[config.mk]
export PLATFORM = sky130hd
export DESIGN_NAME = btmx_ctrl
export DESIGN_NICKNAME = d
export VERILOG_FILES = /design/src/design/btmx_pkg.sv /design/src/design/btmx_ctrl.sv
export SDC_FILE = /design/constraint.sdc
export NUM_CORES = 1
export LEC_CHECK = 0
export BUFFER_PORTS_ARGS = -buffer_cell sky130_fd_sc_hd__buf_4
export CORE_AREA = 3 3 40 42
export DETAILED_ROUTE_END_ITERATION = 10
export DIE_AREA = 0 0 43 45
export PLACE_DENSITY = 0.61
export SYNTH_ARGS = -nofsm -noshare
export SYNTH_HDL_FRONTEND = slang
export SYNTH_SLANG_ARGS = --single-unit
[constraint.sdc]
create_clock -name clk -period 3.3 [get_ports clk]
set_input_delay 0.495 -clock clk [delete_from_list [all_inputs] [get_ports clk]]
set_output_delay 0.495 -clock clk [all_outputs]
set_load 0.02 [all_outputs]
[src/design/btmx_pkg.sv]
`timescale 1ns / 1ps

package btmx_pkg;

  localparam int VALUE_W  = 32;
  localparam int STATUS_W = 2;

  localparam logic FUNC_INSERT = 1'b0;
  localparam logic FUNC_QUERY  = 1'b1;

  typedef enum logic [STATUS_W-1:0] {
    ST_OK    = 2'd0,
    ST_EMPTY = 2'd1,
    ST_FULL  = 2'd2
  } status_t;

  typedef struct packed {
    logic    load;
    logic    walk;
    logic    step;
    logic    link;
    logic    build;
    logic    finish;
    status_t status;
  } dp_cmd_t;

  typedef struct packed {
    logic is_query;
    logic empty;
    logic go;
    logic last;
    logic fits;
    logic out_free;
  } dp_stat_t;

endpackage

[src/design/btmx_ctrl.sv]
`timescale 1ns / 1ps

module btmx_ctrl
  import btmx_pkg::*;
(
  input  logic     clk,
  input  logic     rst,
  input  logic     item_valid,
  input  logic     item_func,
  output logic     item_ready,
  input  dp_stat_t stat,
  output dp_cmd_t  cmd
);

  typedef enum logic [5:0] {
    S_IDLE  = 6'b000001,
    S_WALK  = 6'b000010,
    S_LINK  = 6'b000100,
    S_BUILD = 6'b001000,
    S_DONE  = 6'b010000,
    S_SPARE = 6'b100000
  } state_t;

  state_t  state, state_next;
  status_t code, code_next;

  assign item_ready = (state == S_IDLE);

  always_comb begin
    state_next = state;
    code_next  = code;
    cmd        = '0;
    cmd.status = code;
    case (state)
      S_IDLE: begin
        if (item_valid) begin
          cmd.load  = 1'b1;
          code_next = ST_OK;
          if (item_func == FUNC_QUERY && stat.empty) begin
            code_next  = ST_EMPTY;
            state_next = S_DONE;
          end else begin
            state_next = S_WALK;
          end
        end
      end
      S_WALK: begin
        cmd.walk = 1'b1;
        if (stat.go) begin
          cmd.step = 1'b1;
          if (stat.last) begin
            state_next = S_DONE;
          end
        end else if (stat.is_query) begin
          state_next = S_DONE;
        end else if (stat.fits) begin
          state_next = S_LINK;
        end else begin
          code_next  = ST_FULL;
          state_next = S_DONE;
        end
      end
      S_LINK: begin
        cmd.link   = 1'b1;
        state_next = S_BUILD;
      end
      S_BUILD: begin
        cmd.build = 1'b1;
        if (stat.last) begin
          state_next = S_DONE;
        end
      end
      S_DONE: begin
        if (stat.out_free) begin
          cmd.finish = 1'b1;
          state_next = S_IDLE;
        end
      end
      default: begin
        state_next = S_IDLE;
      end
    endcase
  end

  always_ff @(posedge clk) begin
    if (rst) begin
      state <= S_IDLE;
      code  <= ST_OK;
    end else begin
      state <= state_next;
      code  <= code_next;
    end
  end

endmodule

==> results.toml <==
[synthesis]
yosys_most_used_dff = "sky130_fd_sc_hd__dfxtp_1"
synth.avg_cell_area_um2 = 8.52
post_synth_mux_area_share_pct = 0
netlist_area_um2 = 485
asyncSetResetFlopFracSynth_pct = 0
register_bit_count_reported_by_yosys = 8
yosys.area_share.adder_pct = 0
synth-simple-area-share_pct = 43.6
synth-xor-area-share_pct = 1.80
netlist-cell-type-count = 30
synth_top_family_by_area = "simple AND/OR/NAND/NOR gates"
synth-compound-area-share_pct = 17.0
synthesis.yosys.warnings = 0
synth-seq-area-share_pct = 33.0
synth.cells.most_frequent = "sky130_fd_sc_hd__dfxtp_1, sky130_fd_sc_hd__nor2_1, sky130_fd_sc_hd__nor3_1"
synth_most_common_cell = "sky130_fd_sc_hd__dfxtp_1"
synth_fp_nets = 67
synth_edf_count = 0
synth_largest_area_cell = "sky130_fd_sc_hd__dfxtp_1"
synthTopCellsByArea = "sky130_fd_sc_hd__dfxtp_1, sky130_fd_sc_hd__and4b_1, sky130_fd_sc_hd__nor3_1, sky130_fd_sc_hd__or4b_2, sky130_fd_sc_hd__nand2b_1"
gate_count_post_synth = 57
synth_top_cell_area_share_pct = 33.0

[timing]
finalClockSkew_ns = 0.00766
final_period_util_pct = 68.3
final_max_slew_viol_count = 0
setup-violations-final = 0
final.min_clock_period_ns = 2.25
grt_setup_unrepaired = "no"
final_hold_viol_count = 0
fmax_mhz = 443
setup_total_negative_slack_ns = 0

[global_routing]
grt.met3_usage_pct = 5.58
groute.layer.met1.usage_pct = 16.8
grt.total_usage_pct = 14.8
antenna_violations_before_repair = 0
globalRoute.busiestLayer = "met2"
grt_pass1_vias = 450
grt_remaining_overflow = 0
grt_max_degree = 10
grt_pass1_wl_um = 2040
met2_usage_pct = 22.8

[critical_path]
critPathMaxFanout = 7
setup.worst_path.start_class = "flop"
rrSetupSlack_ns = 1.59
setup.worst_path.end_class = "output port"
source_of_the_worst_register_to_register_timing_path = "state[3]$_SDFFE_PP0P_"
worst_setup_path_startpoint = "state[3]$_SDFFE_PP0P_"
crit-reg2reg-capture = "state[0]$_SDFFE_PP1P_"
timing.critical_path.to = "cmd[3]"
worst-endpoint-required_ns = 2.80
critical_path_data_arrival_time_ns = 1.76
timing.setup.critical_path_class = "reg2out"
rr_worst_depth = 3

[floorplan]
die_area_um2 = 1940
core_area_um2 = 1280
ios = 19
die-height_um = 45
chipWidth_um = 43
floorplan.initialDensity_pct = 37.8
core.rowCount = 13

[detailed_routing]
route.antenna.remaining_nets = 0
firstDrtPassIters = 4
totalWireLength_um = 1210
drc = 0
detailedRoute.firstIterationViolations = 15
route.detailed.vias_per_inst = 5.55
total_number_of_vias = 511
route.detailed.wl_per_inst_um = 13.2

[layout]
final_net_count = 89
layout_cells_sized_above_1_pct = 35.1
antenna_cells_inserted = 0
layout_overhead_on_the_synthesized_area_pct = 34.8
multiInputGateArea_um2 = 307
seqCellArea_um2 = 160
fill_cells = 131

[min_path]
hold_depth = 2
hold_path.class = "in2reg"

[power]
net-switching-power_w = 0.0000608
p_comb_share_pct = 17.8
vdd_drop_max_v = 0.000150
power_density_nw_per_um2 = 339
swShare_pct = 27.4
pwr-share-seq_pct = 46.9
intPower_w = 0.000161
power.static_leakage_nw = 0.273
power.total_w = 0.000222
clockPowerShare_pct = 35.3

[placement]
io_buffer_count = 18
post-dp-hpwl_um = 941
global_placer_s_final_weighted_congestion = 0.815

[clock_network]
insertion_delay_ns = 0.26
cts_num_sinks = 8
clock_tree.root_cell = "sky130_fd_sc_hd__clkbuf_4"
cts-root-to-sink-buffers = 2
post_cts_resized = 0
cts_hold_buffers = 0
cts_tree = "yes"
cts-buffers-inserted = 3
clock_tree.htree_level_count = 1
clk_pin_slew_worst_paths_ns = 0.06
post-cts-setup-buffer-count = 0

[status]
status = "complete, no violations"

[job]
timing.max_cap.violations = 0
## cell type report
type / instances / area share, %
timing repair buffer: 18 / 20.7
inverter: 3 / 1.72
clock buffer: 3 / 3.44
sequential: 8 / 24.5
multi-input combinational: 45 / 46.8
tap: 15 / 2.87
## cells in the final DEF (no fill, tap or decap), types with 3 or more instances in the layout
cell type,count
sky130_fd_sc_hd__buf_4,18
sky130_fd_sc_hd__clkbuf_4,3
sky130_fd_sc_hd__dfxtp_1,8
sky130_fd_sc_hd__inv_1,3
sky130_fd_sc_hd__nand2b_1,3
sky130_fd_sc_hd__nor2_1,5
sky130_fd_sc_hd__nor3_1,4
sky130_fd_sc_hd__or3_1,3
## through the flow
| step | setup WS [ns] | instances | utilization [%] | hold slack (ns) | area (µm²) |
|---|---|---|---|---|---|
| 5_1_grt | 0.887 | 92 | 50.9 | 0.449 | 654 |
| 2_1_floorplan | 1.26 | 57 | - | 0.533 | 485 |
| 3_3_place_gp | 1.34 | 89 | 49.2 | 0.450 | 632 |
| 3_5_place_dp | 1.33 | 89 | 49.2 | 0.457 | 632 |
| 4_1_cts | 1.04 | 92 | 50.9 | 0.455 | 654 |
| 6_report | 1.05 | 92 | 50.9 | 0.457 | 654 |
## power by group through the flow
stage / registers (W) / clock network [W] / logic, W
finish: 0.000104 / 0.0000782 / 0.0000395
global route: 0.000105 / 0.0000875 / 0.0000437
CTS: 0.000104 / 0.0000804 / 0.0000396
detailed placement: 0.000106 / 0 / 0.0000394
global placement: 0.000106 / 0 / 0.0000396
floorplan: 0.000105 / 0 / 0.0000210
## critical path, cell delays in order (launching register included)
cell,delay (ns)
sky130_fd_sc_hd__dfxtp_1,0.42
sky130_fd_sc_hd__or4b_2,0.60
sky130_fd_sc_hd__nor3_1,0.27
sky130_fd_sc_hd__buf_4,0.21
## worst min path at each step
stage,start,slack (ns),endpoint
CTS,rst,0.46,code[1]$_SDFFE_PP0P_
floorplan,code[1]$_SDFFE_PP0P_,0.53,code[1]$_SDFFE_PP0P_
global route,rst,0.45,code[1]$_SDFFE_PP0P_
global placement,code[1]$_SDFFE_PP0P_,0.45,code[1]$_SDFFE_PP0P_
detailed placement,code[1]$_SDFFE_PP0P_,0.46,code[1]$_SDFFE_PP0P_
finish,rst,0.46,code[1]$_SDFFE_PP0P_
## logic make-up after synthesis
kind of cell	Yosys count
AND/OR/NAND/NOR	32
AO/OA/AOI/OAI	11
flip-flops	8
buffers and inverters	4
XOR/XNOR	1
other	1
## state kept, by name, summed over array words and instances, names as in the netlist
register	cells
state	6
code	2
## metal layers
metal  vias to the layer above  wire, µm
met4                         0        35
met5                         -         0
met2                        18       520
met1                       225       550
met3                         5       105
li1                        263         -
Power figures use the tool's default switching activity.
